===== src/rtl/fle_div.sv =====
// pipelined restoring divider, one quotient bit per stage
`default_nettype none
module fle_div #(
  parameter int NW = 32,
  parameter int DW = 16
) (
  input  wire logic          clk_i,
  input  wire logic          en_i,
  input  wire logic [NW-1:0] n_i,
  input  wire logic [DW-1:0] d_i,
  output logic      [NW-1:0] q_o
);

  logic [DW-1:0] rem_q [NW-1];
  logic [DW-1:0] d_q   [NW-1];
  logic [NW-1:0] nq_q  [NW];

  for (genvar k = 0; k < NW; k++) begin : g_st
    logic [DW-1:0] r_in;
    logic [DW-1:0] d_in;
    logic [NW-1:0] n_in;
    logic [DW:0]   tr;
    logic          ge;

    if (k == 0) begin : g_first
      assign r_in = '0;
      assign d_in = d_i;
      assign n_in = n_i;
    end else begin : g_next
      assign r_in = rem_q[k-1];
      assign d_in = d_q[k-1];
      assign n_in = nq_q[k-1];
    end

    assign tr = {r_in, n_in[NW-1]};
    assign ge = tr >= {1'b0, d_in};

    always_ff @(posedge clk_i) begin
      if (en_i) begin
        nq_q[k] <= {n_in[NW-2:0], ge};
      end
    end

    if (k < NW - 1) begin : g_carry
      always_ff @(posedge clk_i) begin
        if (en_i) begin
          rem_q[k] <= ge ? DW'(tr - {1'b0, d_in}) : tr[DW-1:0];
          d_q[k]   <= d_in;
        end
      end
    end
  end

  assign q_o = nq_q[NW-1];

endmodule
`default_nettype wire


===== config.mk =====
export PLATFORM = sky130hd
export DESIGN_NAME = fle_div
export DESIGN_NICKNAME = d
export VERILOG_FILES = /design/src/rtl/fle_div.sv
export SDC_FILE = /design/constraint.sdc
export NUM_CORES = 2
export LEC_CHECK = 0
export BUFFER_PORTS_ARGS = -buffer_cell sky130_fd_sc_hd__buf_2
export CORE_AREA = 2 2 550 552
export DETAILED_ROUTE_END_ITERATION = 6
export DIE_AREA = 0 0 552 554
export GPL_ROUTABILITY_DRIVEN = 0
export SETUP_SLACK_MARGIN = 0.1
export SYNTH_ARGS = -nofsm -noshare
export SYNTH_HDL_FRONTEND = slang
export SYNTH_SLANG_ARGS = --single-unit

===== constraint.sdc =====
create_clock -name clk_i -period 8.7 [get_ports clk_i]
set_input_delay 2.61 -clock clk_i [delete_from_list [all_inputs] [get_ports clk_i]]
set_output_delay 2.61 -clock clk_i [all_outputs]
set_load 0.03 [all_outputs]

==> flow_summary.json <==
{
  "status": "finished, violations left",
  "violations": "DRC",
  "h-tree-depth": 4,
  "dp_hpwl_um": 110000,
  "yosys.area.top_type": "edfxtp_1",
  "synth_area_sq_um": 89800,
  "synth-main-ff-cell": "edfxtp_1",
  "drtIter0Drc": 3440,
  "via_per_inst": 4.63,
  "path_cells": "ha_1, nor2b_1, o31ai_1, a211oi_1, o21ai_0, a211oi_1, nor2_1, clkinv_1, and3_1, a21o_1",
  "r2r-end": "rem_q[4][10]",
  "dpl.cell_count": 10400,
  "worstSetupEndpointType": "flop",
  "drv_slew": 0,
  "maxCapViolCount": 0,
  "grt_max_degree": 178,
  "post_drt_wl_per_cell_um": 15.1,
  "design_area_sq_um": 103000,
  "coreArea_sq_um": 299000,
  "cts.clk_slew.worst_paths_ps": 60,
  "ys_ff_latch": 2016,
  "powerDensity_nw_per_um2": 346,
  "path_class": "flop to flop",
  "grt_pass1_wl_um": 264000,
  "netlist_top_cells_count": "2016 x edfxtp_1, 638 x inv_1, 498 x ha_1",
  "grt_pass1_vias": 51100,
  "rows": 201,
  "cts_buffer_depth": 4,
  "ys_async_sr_fraction_pct": 0,
  "min_path_type": "flop to flop",
  "holdBufCountCts": 0,
  "synth.avg_cell_area_sq_um": 14.1,
  "grt_use_total_pct": 10.4,
  "syn_nets": 6943,
  "ir_drop_mv": 0.175,
  "finalClockSkew_ps": 72.3,
  "start_util_pct": 30.0,
  "cp_max_fo": 18,
  "cp_data_required_time_ps": 9280,
  "vias": 50000,
  "critPathLaunch": "rem_q[3][16]",
  "netlist_instances": 6365,
  "cts_resized": 0,
  "ys_types": 76,
  "fmax_ghz": 0.232,
  "layout-drive-gt1-share_pct": 10.3,
  "dpl_cell_area_sq_um": 95400,
  "cts_tree": "done",
  "ant_nets": 0,
  "fin_crit_sh_pct": 49.6,
  "clk_latency_ps": 890,
  "slowest_stage": "nor2_1",
  "antenna_found_initial": 3,
  "firstDrtPassIters": 7,
  "finalSetupViolations": 0,
  "io_pins": 82,
  "numCtsBuffers": 227,
  "yosysSeqAreaShare_pct": 67.4,
  "timing.rr.start": "rem_q[3][16]",
  "synthToLayoutAreaGrowth_pct": 14.7,
  "setup_tns_ps": 0,
  "synth_edf_count": 2016,
  "synth.most_common_cell": "edfxtp_1",
  "slowest_delay_ps": 800,
  "fillers": 28500,
  "synth_top_cells_by_area": "edfxtp_1 67%, ha_1 6.9%, inv_1 2.7%, mux2_2 2.6%, a21oi_1 2.2%",
  "root_buffer": "clkbuf_16",
  "die_height_um": 554,
  "pre_cts_slack_ps": 3730,
  "grt_overflow": 0,
  "start_kind": "flop",
  "rrSetupSlack_ps": 4380,
  "worst_slack_ps": 4380,
  "die_area_sq_um": 306000,
  "ys_warn_count": 0,
  "fin_cells": 10800,
  "nNetsFinal": 7226,
  "yosysTopAreaCellShare_pct": 67.4,
  "rsz0062_at_grt": "false",
  "timing.final.crit_period_ps": 4320,
  "reg2reg_depth": 10,
  "tightest_slew_ps": 1250,
  "cp-endpoint": "rem_q[4][10]",
  "cp.arrival_ps": 4900,
  "cts_sinks": 2016,
  "drc": 1,
  "hold_viol_final": 0,
  "whs_path_depth": 0,
  "relSlewSlack_pct": 15.9,
  "die_w_um": 552,
  "p_leak_nw": 38.5,
  "port_buffers": 81,
  "worst_path_most_repeated_cell": "a211oi_1",
  "post_cts_buffers": 0,
  "wirelength_um": 163000
}
sequential cells by signal (all words and copies together) (netlist names):
name and count:
d_q 496, nq_q 1024, rem_q 496
routing by layer:
layer | share of wire (%) | up-vias | global-route usage (%)
met5 | 0 | - | 0
met4 | 3.8 | 0 | 4.37
met3 | 4.1 | 402 | 1.79
met2 | 50 | 923 | 18.3
met1 | 42 | 24300 | 12.4
li1 | - | 24400 | -
power breakdown:
group	internal (mW)	switching, mW	total [mW]
sequential	13.3	0.869	14.1
clock	5.76	3.92	9.68
combinational	5.27	6.52	11.8
placed cells by master, fill, tap and decap left out, types with 45 or more instances in the layout:
cell	instances
nor2b_1	87
a21oi_1	386
xor2_1	103
xnor2_1	191
o31a_1	45
nand3_1	91
nor2_1	446
o21a_1	106
inv_1	638
clkinv_1	54
nand4_1	63
a21o_1	85
ha_1	498
o21ai_0	259
nor3_1	120
mux2i_1	47
buf_2	80
clkbuf_16	228
mux2_2	205
nand2b_1	64
o31ai_1	53
nand2_1	273
edfxtp_1	2016
a211oi_1	47
worst min path at each step:
stage                            start  slack (ps)      endpoint
final                      nq_q[0][58]         390   nq_q[0][91]
after global routing      nq_q[0][482]         390    nq_q[1][3]
after CTS                 nq_q[0][482]         390    nq_q[1][3]
after detailed placement   nq_q[0][94]         400  nq_q[0][127]
after global placement    nq_q[0][119]         400  nq_q[0][152]
after floorplan            nq_q[0][67]         400  nq_q[0][100]
kinds of logic (layout without fill, tap and decap cells):
| kind of cell | Yosys count | after routing | synth area share [%] |
|---|---|---|---|
| AOI/OAI and AO/OA | 1247 | 1247 | 8.96 |
| xor gates and xnor gates | 294 | 294 | 2.87 |
| adders and majority gates | 528 | 528 | 7.61 |
| buffers and inverters | 711 | 1185 | 3.00 |
| DFF | 2016 | 2016 | 67.4 |
| muxes | 259 | 259 | 3.18 |
| other | 0 | 2 | 0 |
| and+or+nand+nor | 1310 | 1310 | 6.93 |
metrics by stage:
stage                     power (mW)  util, %  hold WS [ps]
after floorplan                 23.1        -           400
after global placement          25.6     31.9           400
after detailed placement        26.0     31.9           405
after CTS                       35.9     34.4           389
after global routing            37.9     34.4           388
final                           35.6     34.4           395
worst max-delay path, delay by kind of cell (launching register included):
family          cells  cell delay [ps]
simple gates        3             1300
flops               1              430
fa+ha+maj           1              360
buf+inv             1              740
compound gates      5             1220
area by class of cell:
type / instances / area [sq um] / share of cell area (%)
diodes: 2 / 5.00 / 0.00486
multi-input cells: 3638 / 26600 / 25.8
well taps: 3958 / 4950 / 4.81
clock buffers: 266 / 5850 / 5.68
repair buffers: 122 / 866 / 0.841
clock inverters: 154 / 1710 / 1.66
inverters: 643 / 2410 / 2.34
flip-flops and latches: 2016 / 60500 / 58.8
(Power assumes the default switching activity.)
