[src/rtl/fle_pkg.sv]
// shared types and constants for the two-channel lineshape evaluator
`default_nettype none
package fle_pkg;

  localparam int MASS_W  = 24;
  localparam int INT_W   = 32;
  localparam int CFG_W   = 24;
  localparam int CFG_IW  = 3;
  localparam int MUL_CW  = 32;
  localparam int MUL_LAT = 2;

  typedef enum logic [1:0] {
    ST_OK   = 2'd0,
    ST_NEG  = 2'd1,
    ST_ZERO = 2'd2,
    ST_SAT  = 2'd3
  } status_e;

  typedef enum logic [CFG_IW-1:0] {
    CFG_POLE = 3'd0,
    CFG_G1   = 3'd1,
    CFG_M1A  = 3'd2,
    CFG_M1B  = 3'd3,
    CFG_G2   = 3'd4,
    CFG_M2A  = 3'd5,
    CFG_M2B  = 3'd6
  } cfg_idx_e;

endpackage
`default_nettype wire

[src/rtl/fle_mul.sv]
// two-stage multiplier built from registered partial products
`default_nettype none
module fle_mul
  import fle_pkg::*;
#(
  parameter int WA = 32,
  parameter int WB = 32
) (
  input  wire logic             clk_i,
  input  wire logic             en_i,
  input  wire logic [WA-1:0]    a_i,
  input  wire logic [WB-1:0]    b_i,
  output logic      [WA+WB-1:0] p_o
);

  localparam int CW = MUL_CW;
  localparam int NA = (WA + CW - 1) / CW;
  localparam int NB = (WB + CW - 1) / CW;
  localparam int AX = NA * CW;
  localparam int BX = NB * CW;
  localparam int PW = WA + WB;

  logic [AX-1:0]   a_x;
  logic [BX-1:0]   b_x;
  logic [2*CW-1:0] pp_q [NA*NB];
  logic [PW-1:0]   sum_d;
  logic [PW-1:0]   p_q;

  assign a_x = AX'(a_i);
  assign b_x = BX'(b_i);

  always_ff @(posedge clk_i) begin
    if (en_i) begin
      for (int i = 0; i < NA; i++) begin
        for (int j = 0; j < NB; j++) begin
          pp_q[i*NB+j] <= a_x[i*CW +: CW] * b_x[j*CW +: CW];
        end
      end
    end
  end

  always_comb begin
    sum_d = '0;
    for (int i = 0; i < NA; i++) begin
      for (int j = 0; j < NB; j++) begin
        sum_d = sum_d + (PW'(pp_q[i*NB+j]) << (CW * (i + j)));
      end
    end
  end

  always_ff @(posedge clk_i) begin
    if (en_i) begin
      p_q <= sum_d;
    end
  end

  assign p_o = p_q;

endmodule
`default_nettype wire

[config.mk]
export PLATFORM = sky130hd
export DESIGN_NAME = fle_mul
export DESIGN_NICKNAME = d
export VERILOG_FILES = /design/src/rtl/fle_pkg.sv /design/src/rtl/fle_mul.sv
export SDC_FILE = /design/constraint.sdc
export NUM_CORES = 2
export LEC_CHECK = 0
export ABC_CLOCK_PERIOD_IN_PS = 17900
export BUFFER_PORTS_ARGS = -buffer_cell sky130_fd_sc_hd__buf_4
export CAP_MARGIN = 30
export CORE_AREA = 2 2 248 250
export DETAILED_ROUTE_END_ITERATION = 16
export DIE_AREA = 0 0 250 252
export HOLD_SLACK_MARGIN = 0.03
export PLACE_DENSITY = 0.79
export REMOVE_ABC_BUFFERS = 1
export SLEW_MARGIN = 20
export SYNTH_ARGS = -nofsm -noshare
export SYNTH_HDL_FRONTEND = slang
export SYNTH_SLANG_ARGS = --single-unit
[constraint.sdc]
create_clock -name clk_i -period 17.9 [get_ports clk_i]
set_clock_uncertainty 0.15 [all_clocks]
set_input_delay 1.79 -clock clk_i [delete_from_list [all_inputs] [get_ports clk_i]]
set_output_delay 1.79 -clock clk_i [all_outputs]
set_load 0.005 [all_outputs]
==> run summary <==
The terminus of the critical flop-to-flop path is p_o[60]. The post-synth design cell area came out at 37,100 sq um. The first-pass iteration count of the detailed router came out at 8. The filler cell count in the final layout came out at 4,769. Measured in cells, the most critical reg-to-reg path has a length of 0.

The total grt overflow is 0. The worst setup path is captured at a flop. The worst path arrival time came out at 9.80 ns.

The measured slew at the worst slew-check pin came out at 0.634 ns. The path class of the tightest hold or removal check is flop to flop. Synthesis inferred 128 register bits.

The number of endpoints failing setup at the final stage is 0. The growth of design area from synthesis to finish is 4.50%. The dominant combinational cell family by area after synthesis is adder cells. The number of DRC markers in iteration 0 is 1,835. The data required time of the critical path came out at 17.95 ns. The share of synthesized area spent on multiplexers is 0.000270. The average size of a mapped cell is 9.79 sq um. The startpoint identified for the worst hold timing path is pp_q[0][0].

The average vias per placed instance came out at 5.72. By startpoint and endpoint, the worst setup path is classified as primary input to flop. The maximum number of pins on one net before global-route repair is 61. The weighted congestion at the end of routability-driven global placement came out at 0.910. The number of endpoints with negative hold slack in the final report came out at 0.

The worst hold path depth is 0. Of the total synthesized cell area, the portion taken by AND, OR, NAND and NOR gates is 0.162. The multi-input combinational cells in the finished layout cover a total of 29,100 sq um. The die extent in x is 250 um. The worst path in the final design needs a cycle of 9.75 ns, including I/O delays and setup. Setup repair after global routing left no endpoint under its margin. The latest clock arrival within the worst-skew pair is 0.45 ns. The area of the core region is 60,100 sq um.

Of the cells placed in the final design, the portion with a size suffix greater than 1 is 0.0487. In this run, CTS created clock tree buffers numbering 17. The area enclosed by the die boundary came out at 63,000 sq um.

The placement row count came out at 90. The total of warnings raised by yosys came out at 0. Wires add up to 92.6 mm. The max-cap check violation count is 0.

Of the total synthesized cell area, the portion taken by XOR and XNOR cells is 0.0146. The async set or reset register ratio after synthesis came out at 0. The via count of the first global-routing pass came out at 28,738.

The routed layout has 25,876 vias. TritonCTS built the clock tree. The number of remaining DRC errors is 0. The area taken by flip-flops and latches came out at 3840 sq um. The part of the cycle the worst path needs came out at 0.545. Across all register-to-register paths, the minimum setup slack is 17.08 ns. Pin placement for this block handled 130 I/O pins. In this run the critical register-to-register path is launched from pp_q[0][60]. The count of cell types in the netlist came out at 71.

The wire length of the first global-routing pass came out at 152 mm. For hold timing, the worst endpoint is p_o[0]. Buffers added to address setup during post-CTS repair amount to 0. After clock tree synthesis, the clock-pin slew on the worst setup and hold paths is 0.07 ns. The CTS H-tree depth came out at 4.

The post-synthesis sequential area ratio came out at 0.104. The height of the die is 252 um. The all-layer global routing usage came out at 0.312. Clock tree synthesis selected as its root buffer the cell sky130_fd_sc_hd__clkbuf_16. STA classifies the critical path startpoint as a primary input. The sum of negative setup slack is 0 ns. The starting density of the core came out at 0.617. The post-cts repair resize count came out at 0. The number of antenna violations at the first check in global routing came out at 1. In the synthesized netlist the dominant register cell turns out to be sky130_fd_sc_hd__edfxtp_1. The maximum buffer depth of the clock tree came out at 2.

The number of buffers added to fix hold violations after cts came out at 0. The clock net in this run drives a total of 128 sinks. The number of nets in the layout is 4,952. The number of synthesized flops with an enable pin is 128. The post-synthesis instance total is 3,791. The final HPWL from detailed placement is 69.9 mm. The number of antenna-violating nets in the routed design came out at 0. The run finished with clean final reports. The count of input and output buffers is 129. The post-detailed-route wirelength per cell came out at 20.5 um. The share of the synthesized area in compound gates (AO/OA/AOI/OAI) is 0.0358. The largest fanout on the critical path came out at 32. Static timing analysis puts the maximum clock frequency at 103 MHz. The max-slew violation count is 0. In this run the tightest slew margin relative to its limit is 0.575. The fraction of the mapped netlist area in adder cells is 0.572.
[state kept, by name, indices dropped and copies added, names as in the netlist]
name,flops
pp_q,64
p_o,64
[layout make-up]
cell class | count | area share
inverter | 861 | 0.0834
clock inverter | 15 | 0.00390
clock buffer | 17 | 0.0110
antenna | 1 | 0.0000645
tap | 782 | 0.0252
multi-input combinational | 2588 | 0.751
timing repair buffer | 131 | 0.0259
sequential | 128 | 0.0991
[stage by stage]
| step | worst slack [ns] | hold WS (ns) | utilization | std cells | area, sq um |
|---|---|---|---|---|---|
| after floorplan | 8.88 | 0.250 | - | 3577 | 36200 |
| after global placement | 7.80 | 0.252 | 0.635 | 4489 | 38200 |
| after detailed placement | 7.78 | 0.255 | 0.635 | 4490 | 38200 |
| after CTS | 8.20 | 0.267 | 0.645 | 4522 | 38800 |
| after global routing | 7.86 | 0.269 | 0.645 | 4522 | 38800 |
| final | 8.15 | 0.267 | 0.645 | 4523 | 38800 |
[metal layers]
metal,vias up,GRT usage,share of wire
met5,-,0,0
met4,0,0.149,0.055
met3,318,0.0509,0.076
met2,1155,0.545,0.50
met1,13450,0.381,0.37
li1,10953,-,-
[worst max path at each step]
stage / cells after the start / end / startpoint / slack (ns)
after floorplan: 24 / pp_q[0][60] / a_i[26] / 8.88
after global placement: 23 / pp_q[0][60] / a_i[15] / 7.80
after detailed placement: 26 / pp_q[0][60] / a_i[28] / 7.78
after CTS: 26 / pp_q[0][60] / a_i[28] / 8.20
after global routing: 26 / pp_q[0][60] / a_i[28] / 7.86
final: 23 / pp_q[0][60] / a_i[15] / 8.15
[layout by cell type, fill, tap and decap left out, types with 4 or more instances in the layout]
cell type	netlist	final
sky130_fd_sc_hd__and2_1	599	599
sky130_fd_sc_hd__o21ai_0	36	36
sky130_fd_sc_hd__nand4_1	18	18
sky130_fd_sc_hd__nand2_1	473	473
sky130_fd_sc_hd__clkinv_4	0	4
sky130_fd_sc_hd__fa_1	896	896
sky130_fd_sc_hd__clkbuf_16	0	17
sky130_fd_sc_hd__edfxtp_1	128	128
sky130_fd_sc_hd__inv_6	0	6
sky130_fd_sc_hd__and3_1	8	8
sky130_fd_sc_hd__a211oi_1	4	4
sky130_fd_sc_hd__xnor2_1	35	35
sky130_fd_sc_hd__a31oi_1	15	15
sky130_fd_sc_hd__o21bai_1	9	9
sky130_fd_sc_hd__a21o_1	32	32
sky130_fd_sc_hd__nand3_1	10	10
sky130_fd_sc_hd__a21oi_1	65	65
sky130_fd_sc_hd__o21a_1	4	4
sky130_fd_sc_hd__o21ai_1	4	4
sky130_fd_sc_hd__inv_1	861	861
sky130_fd_sc_hd__ha_1	263	263
sky130_fd_sc_hd__xor2_1	27	27
sky130_fd_sc_hd__nor3_1	7	7
sky130_fd_sc_hd__nor2_1	31	31
sky130_fd_sc_hd__buf_4	4	130
[cell usage after synthesis, types with 15 or more instances]
cell / count / area [sq um]
sky130_fd_sc_hd__inv_1: 861 / 3230
sky130_fd_sc_hd__and2_1: 599 / 3750
sky130_fd_sc_hd__xor2_1: 27 / 236
sky130_fd_sc_hd__nor2_1: 31 / 116
sky130_fd_sc_hd__clkbuf_1: 204 / 766
sky130_fd_sc_hd__a31oi_1: 15 / 93.8
sky130_fd_sc_hd__nand2_1: 473 / 1780
sky130_fd_sc_hd__xnor2_1: 35 / 307
sky130_fd_sc_hd__edfxtp_1: 128 / 3840
sky130_fd_sc_hd__a21o_1: 32 / 240
sky130_fd_sc_hd__nand4_1: 18 / 113
sky130_fd_sc_hd__ha_1: 263 / 3290
sky130_fd_sc_hd__a21oi_1: 65 / 325
sky130_fd_sc_hd__fa_1: 896 / 17900
sky130_fd_sc_hd__o21ai_0: 36 / 180
[worst max-delay path: stages]
cell and delay [ns]:
sky130_fd_sc_hd__buf_4 0.40, sky130_fd_sc_hd__and2_1 0.23, sky130_fd_sc_hd__fa_1 0.45, sky130_fd_sc_hd__fa_1 0.58
sky130_fd_sc_hd__inv_1 0.07, sky130_fd_sc_hd__fa_1 0.56, sky130_fd_sc_hd__fa_1 0.45, sky130_fd_sc_hd__fa_1 0.55
sky130_fd_sc_hd__inv_1 0.05, sky130_fd_sc_hd__fa_1 0.45, sky130_fd_sc_hd__fa_1 0.53, sky130_fd_sc_hd__fa_1 0.47
sky130_fd_sc_hd__ha_1 0.38, sky130_fd_sc_hd__nand2_1 0.17, sky130_fd_sc_hd__nor2_1 0.07, sky130_fd_sc_hd__a211o_2 0.35
sky130_fd_sc_hd__a2111o_1 0.44, sky130_fd_sc_hd__a32oi_1 0.42, sky130_fd_sc_hd__a31oi_1 0.31, sky130_fd_sc_hd__a221o_1 0.43
sky130_fd_sc_hd__a221oi_1 0.37, sky130_fd_sc_hd__o21ai_1 0.12, sky130_fd_sc_hd__xor2_1 0.15
[cell families (layout without fill, tap and decap cells)]
kind of cell	count (synthesis)	count (layout)
other cells	0	1
buf+inv	1075	1024
compound gates	202	202
simple gates	1164	1164
flops	128	128
mux	1	1
fa+ha+maj	1159	1159
xor+xnor	62	62
Power is not shown: default switching activity piles up to over one toggle a cycle in this logic, so the estimate is an artifact.
