`src/rtl/fle_sqrt.sv`:
```
// pipelined integer square root, one root bit per stage
`default_nettype none
module fle_sqrt #(
  parameter int NW = 32
) (
  input  wire logic            clk_i,
  input  wire logic            en_i,
  input  wire logic [NW-1:0]   n_i,
  output logic      [NW/2-1:0] r_o
);

  localparam int RW  = NW / 2;
  localparam int RMW = RW + 2;

  logic [RMW-1:0] rem_q  [RW-1];
  logic [NW-1:0]  n_q    [RW-1];
  logic [RW-1:0]  root_q [RW];

  for (genvar k = 0; k < RW; k++) begin : g_st
    logic [RMW-1:0] r_in;
    logic [NW-1:0]  n_in;
    logic [RW-1:0]  rt_in;
    logic [RMW+1:0] tr;
    logic [RMW+1:0] cand;
    logic           ge;

    if (k == 0) begin : g_first
      assign r_in  = '0;
      assign n_in  = n_i;
      assign rt_in = '0;
    end else begin : g_next
      assign r_in  = rem_q[k-1];
      assign n_in  = n_q[k-1];
      assign rt_in = root_q[k-1];
    end

    assign tr   = {r_in, n_in[NW-1:NW-2]};
    assign cand = {2'b00, rt_in, 2'b01};
    assign ge   = tr >= cand;

    always_ff @(posedge clk_i) begin
      if (en_i) begin
        root_q[k] <= {rt_in[RW-2:0], ge};
      end
    end

    if (k < RW - 1) begin : g_carry
      always_ff @(posedge clk_i) begin
        if (en_i) begin
          rem_q[k] <= ge ? RMW'(tr - cand) : RMW'(tr);
          n_q[k]   <= {n_in[NW-3:0], 2'b00};
        end
      end
    end
  end

  assign r_o = root_q[RW-1];

endmodule
`default_nettype wire

```
`config.mk`:
```
export PLATFORM = sky130hd
export DESIGN_NAME = fle_sqrt
export DESIGN_NICKNAME = d
export VERILOG_FILES = /design/src/rtl/fle_sqrt.sv
export SDC_FILE = /design/constraint.sdc
export NUM_CORES = 1
export LEC_CHECK = 0
export BUFFER_PORTS_ARGS = -buffer_cell sky130_fd_sc_hd__buf_2
export CORE_UTILIZATION = 60
export CTS_CLUSTER_DIAMETER = 150
export DETAILED_ROUTE_END_ITERATION = 7
export HOLD_SLACK_MARGIN = 0.02
export PLACE_DENSITY_LB_ADDON = 0.1
export SYNTH_ARGS = -nofsm -noshare
export SYNTH_HDL_FRONTEND = slang
export SYNTH_SLANG_ARGS = --single-unit
```
`constraint.sdc`:
```
create_clock -name clk_i -period 5.35 [get_ports clk_i]
set_clock_uncertainty 0.15 [all_clocks]
set_input_delay 0.535 -clock clk_i [delete_from_list [all_inputs] [get_ports clk_i]]
set_output_delay 0.535 -clock clk_i [all_outputs]
set_load 0.05 [all_outputs]
```
==> results.toml, run 1 <==
[run_status]
status = "complete, no violations"

[timing]
period_minus_slack_ns = 3.723
finalSetupViolCount = 0
fmax_ghz = 0.2686
rsz0062_at_grt = "no"
tns_ns = 0
finalHoldViolCount = 0
worst_slack_ns = 1.627
drv_slew = 0
fin_crit_sh = 0.6960
slew_headroom = 0.2738
tightest_slew_ns = 1.086

[clocking]
cts_tree = "done"
cts.clk_slew.worst_paths_ns = 0.06
clock_path_buffers = 3
post_cts_resized = 0
cts_setup_buffers = 0
clk_latency_ns = 0.65
clock_tree.root_cell = "clkbuf_16"
cts_buffers = 61
cts_sinks = 626
htree_levels = 2

[routing]
first_pass_iters = 5
antenna_left = 0
vias = 16695
via_per_inst = 5.677
wire_per_inst_um = 16.81
route.detailed.drc = 0
drt-initial-drc-count = 1289
wl_um = 49450

[placed_design]
dp_hpwl_um = 34110
gp_congestion = 0.8862
dpl_cell_area_sq_mm = 0.02976
io_buffers = 49
dpl_worst_slack_ns = 1.683

[grt]
grt_pass1_vias = 16651
antenna_found_initial = 0
grt_usage = 0.2057
grt_overflow = 0
grt_max_degree = 124
grt_pass1_wl_um = 81300

[setup_path]
crit_fanout = 28
start_kind = "flip-flop"
crit_start = "rem_q[1][74]"
worstSetupEndpointType = "flip-flop"
timing.rr.start = "rem_q[1][74]"
critPathArrivalTime_ns = 3.93
crit_required_ns = 5.56
crit_type = "flip-flop to flip-flop"

[final_layout]
area_growth_pct = 11.72
drive_gt1_frac = 0.08355
nets = 2476
n_antenna_cell = 0
fill_cells = 3256
design_area_sq_mm = 0.03211
post-route-util = 0.6854

[yosys]
syn_avg_cell_area_sq_um = 13.28
syn-cell-area_sq_mm = 0.02874
synth_cell_types = 70
synth_edf_count = 626
yosys_warnings = 0
synth_cells = 2165
synth_fp_nets = 2352
seq_area_frac_synth = 0.6540
ys_ff_latch = 626
synth_flop_cell = "edfxtp_1"
synthArstFlopShare = 0

[floorplan]
die_h_um = 220.9
fp-row-count = 79
start_util = 0.6134
die_area_sq_mm = 0.04878
die_w_um = 220.9
coreArea_sq_mm = 0.04685
io_pins = 50

[hold_path]
hold_path.class = "flip-flop to flip-flop"
worstHoldStart = "n_q[0][205]"

[pwr]
p_leak_nw = 12.36
peakVddDrop_v = 0.0003645
power_density_mw_per_mm2 = 387.9
p_total_mw = 12.45

[job]
drv_cap = 0
## final timing paths
check | depth (start not counted) | end | slack (ns)
max | 7 | rem_q[1][99] | 1.63
max reg2reg | 7 | rem_q[1][99] | 1.63
min | 0 | n_q[0][237] | 0.26
min reg2reg | 0 | n_q[0][237] | 0.26
## layout make-up
type	instances	area, sq um	share of cell area
clock buffer	68	1553	0.04836
clock inverter	40	470.5	0.01465
inverter	179	671.9	0.02092
multi-input combinational	1330	9155	0.2851
sequential	626	18800	0.5854
tap	607	759.5	0.02365
timing repair buffer	91	703.2	0.02190
## state kept, by name, indices dropped and copies added (netlist names)
name,flops
root_q,136
n_q,240
rem_q,250
## stage by stage
stage | instances | hold slack, ns
floorplan | 2165 | 0.2503
CTS | 2941 | 0.2502
global placement | 2800 | 0.2505
global route | 2941 | 0.2476
detailed placement | 2800 | 0.2545
finish | 2941 | 0.2613
## cell usage after synthesis (4+ instances only)
| cell | instances | share of area |
|---|---|---|
| nor3_1 | 51 | 0.0089 |
| mux2_2 | 31 | 0.012 |
| nand3_1 | 31 | 0.0054 |
| o21a_1 | 21 | 0.0055 |
| or3_1 | 26 | 0.0057 |
| o211ai_1 | 9 | 0.0024 |
| o21ai_0 | 99 | 0.017 |
| a31oi_1 | 9 | 0.0020 |
| nand2b_1 | 29 | 0.0063 |
| edfxtp_1 | 626 | 0.65 |
| ha_1 | 153 | 0.067 |
| o31ai_1 | 8 | 0.0021 |
| o2111ai_1 | 4 | 0.0012 |
| a21oi_1 | 143 | 0.025 |
| or4_1 | 10 | 0.0026 |
| nand4_1 | 24 | 0.0052 |
| a21o_1 | 27 | 0.0071 |
| nor2_1 | 179 | 0.023 |
| o311ai_0 | 4 | 0.0012 |
| xnor2_1 | 96 | 0.029 |
| a21boi_0 | 5 | 0.0013 |
| or2_2 | 8 | 0.0017 |
| and3_1 | 5 | 0.0011 |
| and2_1 | 6 | 0.0013 |
| o21bai_1 | 7 | 0.0018 |
| nand2_1 | 110 | 0.014 |
| nor4_1 | 31 | 0.0067 |
| buf_2 | 7 | 0.0012 |
| a211o_1 | 4 | 0.0012 |
| a211oi_1 | 20 | 0.0052 |
| inv_1 | 177 | 0.023 |
| o31a_1 | 5 | 0.0015 |
| nor2b_1 | 20 | 0.0044 |
| nand3b_1 | 10 | 0.0026 |
| clkbuf_1 | 21 | 0.0027 |
| xor2_1 | 96 | 0.029 |
## layout by cell type (no fill, tap or decap), types with 31 or more instances in the layout
cell type,count
buf_2,48
nor4_1,31
edfxtp_1,626
nand2_1,110
clkbuf_16,61
nor2_1,179
ha_1,153
nor3_1,51
xor2_1,96
o21ai_0,99
nand3_1,31
a21oi_1,143
inv_1,177
mux2_2,31
xnor2_1,96
dlygate4sd3_1,33
## per-layer routing
layer,up-vias,track usage,part of all wire
met3,100,0.03027,0.042
met4,0,0.07986,0.030
met5,-,0,0
met2,368,0.3500,0.49
met1,7966,0.2684,0.44
li1,8261,-,-
## cells by family after synthesis
family                     share of synthesized area
DFF                                           0.6540
and+or+nand+nor                              0.09634
AOI/OAI and AO/OA                            0.08306
buffers and inverters                        0.02760
xor gates and xnor gates                     0.05851
adders and majority gates                    0.06661
muxes                                        0.01371
other                                      0.0001305
## power by group
group          switching, mW  internal (mW)
clock                   1.81           2.48
sequential             0.302           6.06
combinational           1.02          0.786
## critical path, stage by stage, from the launching register on
cell,delay (ns)
edfxtp_1,0.41
ha_1,0.38
nand4_1,0.16
a211oi_1,0.08
or3_1,0.45
a31oi_1,0.37
nand3_1,0.84
mux2_2,0.58
## timing repair
action | CTS | global route
hold buffers | 33 | 0
setup endpoints to repair | 0 | 0
hold endpoints to repair | 33 | 0
No activity file was read; power rests on OpenSTA's default activity.
==> run 2, diff against run 1 <==
--- a/config.mk
+++ b/config.mk
@@ -6,7 +6,7 @@
 export NUM_CORES = 1
 export LEC_CHECK = 0
 export BUFFER_PORTS_ARGS = -buffer_cell sky130_fd_sc_hd__buf_2
-export CORE_UTILIZATION = 60
+export CORE_UTILIZATION = 57
 export CTS_CLUSTER_DIAMETER = 150
 export DETAILED_ROUTE_END_ITERATION = 7
 export HOLD_SLACK_MARGIN = 0.02
==> constraint.sdc (replaced) <==
create_clock -name clk_i -period 3.23 [get_ports clk_i]
set_clock_uncertainty 0.15 [all_clocks]
set_input_delay 0.323 -clock clk_i [delete_from_list [all_inputs] [get_ports clk_i]]
set_output_delay 0.323 -clock clk_i [all_outputs]
set_load 0.05 [all_outputs]
==> run 2 against run 1 <==
Critical endpoint is now rem_q[1][79]. Total power grew 66%. Via count grew 0.18%. Worst hold slack gained 0.0019 ns. Sequential power grew 65%. First-iteration DRC count shrank 14%. Critical path type unchanged. Clock-buffer cell count grew 9.
==> results.toml, run 2 (synthesis results as in run 1) <==
[timing]
tightest_slew_ns = 0.7456
tns_ns = 0
finalSetupViolCount = 0
fmax_ghz = 0.3296
rsz0062_at_grt = "no"
slew_headroom = 0.4984
finalHoldViolCount = 0
fin_crit_sh = 0.9393
period_minus_slack_ns = 3.034
drv_slew = 0

[grt]
grt_pass1_wl_um = 79850
antenna_found_initial = 1
grt_usage = 0.1947
grt_pass1_vias = 16320
grt_max_degree = 83
grt_overflow = 0

[setup_path]
critPathArrivalTime_ns = 3.22
slowest_stage = "o211ai_2"
cp_slowest_stage_delay_ns = 0.60
start_kind = "flip-flop"
crit_fanout = 17
crit_required_ns = 3.42
crit_type = "flip-flop to flip-flop"
worstSetupEndpointType = "flip-flop"
crit_chain = "ha_1, nand4_1, a211oi_1, nor3_1, buf_4, o211ai_2, mux2_2"

[routing]
drt-initial-drc-count = 1106
vias = 16725
wire_per_inst_um = 16.08
route.detailed.drc = 0
first_pass_iters = 5
antenna_left = 0
wl_um = 48660
via_per_inst = 5.527

[final_layout]
design_area_sq_mm = 0.03244
n_antenna_cell = 0
top_register = "rem_q"
area_growth_pct = 12.88
nets = 2503
top_regs = "rem_q x250, n_q x240, root_q x136"
layout_commonest_cell = "edfxtp_1"
fill_cells = 3556
largest_reg_flops = 250
mostFrequentLayoutCells = "626 x edfxtp_1, 179 x nor2_1, 177 x inv_1, 153 x ha_1, 143 x a21oi_1"
drive_gt1_frac = 0.09483

[placed_design]
dpl_cell_area_sq_mm = 0.03003
dp_hpwl_um = 34330
gp_congestion = 0.9572
io_buffers = 49

[pwr]
p_total_mw = 20.72
peakVddDrop_v = 0.0005917
p_leak_nw = 12.52
power_density_mw_per_mm2 = 638.7

[clocking]
clk_latency_ns = 0.60
cts_tree = "done"
clock_tree.root_cell = "clkbuf_16"
cts.clk_slew.worst_paths_ns = 0.06
cts_buffers = 67
clock_path_buffers = 3
cts_setup_buffers = 0
htree_levels = 3
cts_sinks = 626

[floorplan]
coreArea_sq_mm = 0.04936
start_util = 0.5823
io_pins = 50
die_area_sq_mm = 0.05132
fp-row-count = 81
die_w_um = 226.6
die_h_um = 226.6

[hold_path]
hold_path.class = "flip-flop to flip-flop"

[run_status]
status = "complete, no violations"

[job]
drv_cap = 0
run 2: cell types whose count changed in the layout (fill, tap and decap cells not counted), sizes merged:
cell	delta
clkinv	+1
buf	+20
bufinv	-5
clkinvlp	-2
dlygate4sd3	+1
clkbuf	+9
inv	+4
run 2: layer usage:
| metal | up-vias | wire (um) | GRT usage |
|---|---|---|---|
| met5 | - | 0 | 0 |
| met4 | 0 | 1031 | 0.06757 |
| met3 | 79 | 2272 | 0.03395 |
| met2 | 362 | 23060 | 0.3172 |
| met1 | 7985 | 22300 | 0.2643 |
| li1 | 8299 | - | - |
run 2: final timing paths:
kind                startpoint            to  slack [ns]  cells after the start
setup reg to reg  rem_q[1][57]  rem_q[1][79]        0.20                      7
hold reg to reg     n_q[0][20]    n_q[0][52]        0.26                      0
hold / removal      n_q[0][20]    n_q[0][52]        0.26                      0
setup / recovery  rem_q[1][57]  rem_q[1][79]        0.20                      7
run 2: where the power goes:
part / internal, mW / switching [mW] / total, mW
sequential: 10.0 / 0.486 / 10.5
combinational: 1.32 / 1.71 / 3.03
clock: 4.09 / 3.07 / 7.17
total: 15.5 / 5.27 / 20.7
run 2: cell type report:
type | count | area [sq um] | area share
Multi-Input combinational cell | 1330 | 9170 | 0.2827
Inverter | 179 | 671.9 | 0.02071
Timing Repair Buffer | 112 | 913.4 | 0.02815
Sequential cell | 626 | 18800 | 0.5794
Tap cell | 664 | 830.8 | 0.02561
Clock buffer | 77 | 1714 | 0.05284
Clock inverter | 38 | 344.1 | 0.01061
run 2: what timing repair did:
| action | 4_1_cts | 5_1_grt |
|---|---|---|
| hold buffers | 34 | 0 |
| setup endpoints to repair | 0 | 13 |
| hold endpoints to repair | 35 | 0 |
| gates resized for setup | 0 | 4 |
run 2: worst max-delay path: cells and delay by family, from the launching register on:
family | cells | cell delay, ns
AO/OA/AOI/OAI | 2 | 0.91
adder cells (fa/ha/maj) | 1 | 0.40
buffers and inverters | 1 | 0.17
flip-flops | 1 | 0.40
multiplexers | 1 | 0.42
AND/OR/NAND/NOR | 2 | 0.33
run 2: metrics by stage:
step	setup WS, ns	utilization	cells	hold slack, ns
finish	0.1959	0.6573	3026	0.2632
global route	0.004645	0.6573	3026	0.2685
CTS	0.1128	0.6570	3026	0.2432
detailed placement	0.1366	0.6084	2877	0.2545
global placement	0.2226	0.6084	2877	0.2504
floorplan	0.3667	-	2165	0.2503
==> run 3, diff against run 2 <==
--- a/config.mk
+++ b/config.mk
@@ -6,7 +6,7 @@
 export NUM_CORES = 1
 export LEC_CHECK = 0
 export BUFFER_PORTS_ARGS = -buffer_cell sky130_fd_sc_hd__buf_2
-export CORE_UTILIZATION = 57
+export CORE_UTILIZATION = 60
 export CTS_CLUSTER_DIAMETER = 150
 export DETAILED_ROUTE_END_ITERATION = 7
 export HOLD_SLACK_MARGIN = 0.02
==> constraint.sdc (replaced) <==
create_clock -name clk_i -period 3 [get_ports clk_i]
set_clock_uncertainty 0.15 [all_clocks]
set_input_delay 0.3 -clock clk_i [delete_from_list [all_inputs] [get_ports clk_i]]
set_output_delay 0.3 -clock clk_i [all_outputs]
set_load 0.05 [all_outputs]
==> run 3 against run 2 <==
First-iteration DRC count shrank 11%. Sequential cell count is the same. Fmax grew 3.1%. Clock power grew 5.9%. Global-route usage grew 2.2 points. Cell count shrank 0.36%. Combinational power grew 14%. Cell area grew 1.1%. Core utilization grew 4.3 points. Sequential power grew 9%. Via count grew 2.3%.
==> results.toml, run 3 (synthesis results as in run 1) <==
[run_status]
status = "complete, no violations"

[pwr]
peakVddDrop_v = 0.0006723
power_density_mw_per_mm2 = 682.3
p_leak_nw = 12.72
p_total_mw = 22.38

[timing]
slew_headroom = 0.5264
tightest_slew_ns = 0.7039
fin_crit_sh = 0.9806
drv_slew = 0
worst_slack_ns = 0.05807
finalHoldViolCount = 0
holdWs_ns = 0.2081
finalSetupViolCount = 0
rsz0062_at_grt = "yes"
fmax_ghz = 0.3399
tns_ns = 0
period_minus_slack_ns = 2.942

[setup_path]
critPathArrivalTime_ns = 3.18
start_kind = "flip-flop"
worst-path-buf-inv = 2
cp_slowest_stage_delay_ns = 0.41
crit_type = "flip-flop to flip-flop"
slowest_stage = "edfxtp_1"
crit_family = "simple AND/OR/NAND/NOR gates"
worstSetupEndpointType = "flip-flop"
cpMostUsedCell = "ha_1"
crit_fanout = 10
crit_required_ns = 3.24
crit_chain = "ha_1, nor2b_1, or3_1, inv_1, ha_1, and2_1, clkinvlp_4, nand3b_1, xnor2_1"

[clocking]
cts_tree = "done"
clock_tree.root_cell = "clkbuf_16"
clock_path_buffers = 3
clk_latency_ns = 0.66
cts.clk_slew.worst_paths_ns = 0.06
cts_sinks = 626
cts_buffers = 61
htree_levels = 2

[job]
drv_cap = 0

[placed_design]
gp_congestion = 0.8898
dpl_worst_slack_ns = 0.03223
dpl_cell_area_sq_mm = 0.03034
placedCellCount = 2862
io_buffers = 49
dp_hpwl_um = 36840

[final_layout]
n_antenna_cell = 0
top_register = "rem_q"
largest_reg_flops = 250
nets = 2544
design_area_sq_mm = 0.03280
final_cells = 3015
drive_gt1_frac = 0.1163
layout_commonest_cell = "edfxtp_1"
top_regs = "rem_q x250, n_q x240, root_q x136"
fill_cells = 3169
post-route-util = 0.7002
area_growth_pct = 14.14
mostFrequentLayoutCells = "626 x edfxtp_1, 179 x nor2_1, 177 x inv_1, 151 x ha_1, 143 x a21oi_1"

[routing]
antenna_left = 0
vias = 17115
first_pass_iters = 5
drt-initial-drc-count = 985
route.detailed.drc = 0
wl_um = 52550
via_per_inst = 5.677
wire_per_inst_um = 17.43

[floorplan]
coreArea_sq_mm = 0.04685
start_util = 0.6134
die_h_um = 220.9
die_area_sq_mm = 0.04878
io_pins = 50
die_w_um = 220.9
fp-row-count = 79

[grt]
grt_usage = 0.2163
grt_pass1_vias = 17021
grt_max_degree = 93
grt_pass1_wl_um = 85330
grt_overflow = 0
antenna_found_initial = 0

[hold_path]
hold_path.class = "input port to flip-flop"
run 3: worst register-to-register path, delay by kind of cell (launching register included):
family | cells | cell delay (ns)
DFF | 1 | 0.41
adders and majority gates | 2 | 0.58
xor gates and xnor gates | 1 | 0.10
and+or+nand+nor | 4 | 1.05
buffers and inverters | 2 | 0.39
run 3: cell type report:
class                           count  area, sq um  share of cell area
Clock inverter                     41        447.9             0.01365
Multi-Input combinational cell   1330         9223              0.2811
Sequential cell                   626        18800              0.5730
Tap cell                          607        759.5             0.02315
Timing Repair Buffer              159         1329             0.04051
Clock buffer                       73         1572             0.04791
Inverter                          179        675.6             0.02060
run 3: path summary, 6_finish.rpt:
| path | from | to | slack, ns | cells after the start |
|---|---|---|---|---|
| worst min-delay path | n_i[9] | n_q[0][9] | 0.21 | 2 |
| worst max register to register | rem_q[0][0] | rem_q[0][21] | 0.06 | 9 |
| worst max-delay path | rem_q[0][0] | rem_q[0][21] | 0.06 | 9 |
| worst min register to register | n_q[1][116] | n_q[1][148] | 0.26 | 0 |
run 3: repair_timing:
item	in CTS	in global routing
setup endpoints to repair	4	32
setup buffers	0	5
pin swaps	0	3
hold buffers	34	0
gates resized for setup	1	18
endpoints found under the hold margin	77	0
run 3: layer usage:
metal  share of wire  track usage  vias to the layer above
met5               0            0                        -
met4           0.025      0.06858                        0
met3           0.042      0.02908                       94
met2            0.50       0.3764                      390
met1            0.43       0.2826                     8242
li1                -            -                     8389
run 3: power by group:
group / total (mW) / internal, mW / leakage (nW) / switching, mW
Sequential: 11.4 / 10.8 / 5.99 / 0.549
Combinational: 3.44 / 1.53 / 5.76 / 1.90
Clock: 7.59 / 4.29 / 0.969 / 3.30
Total: 22.4 / 16.6 / 12.7 / 5.75
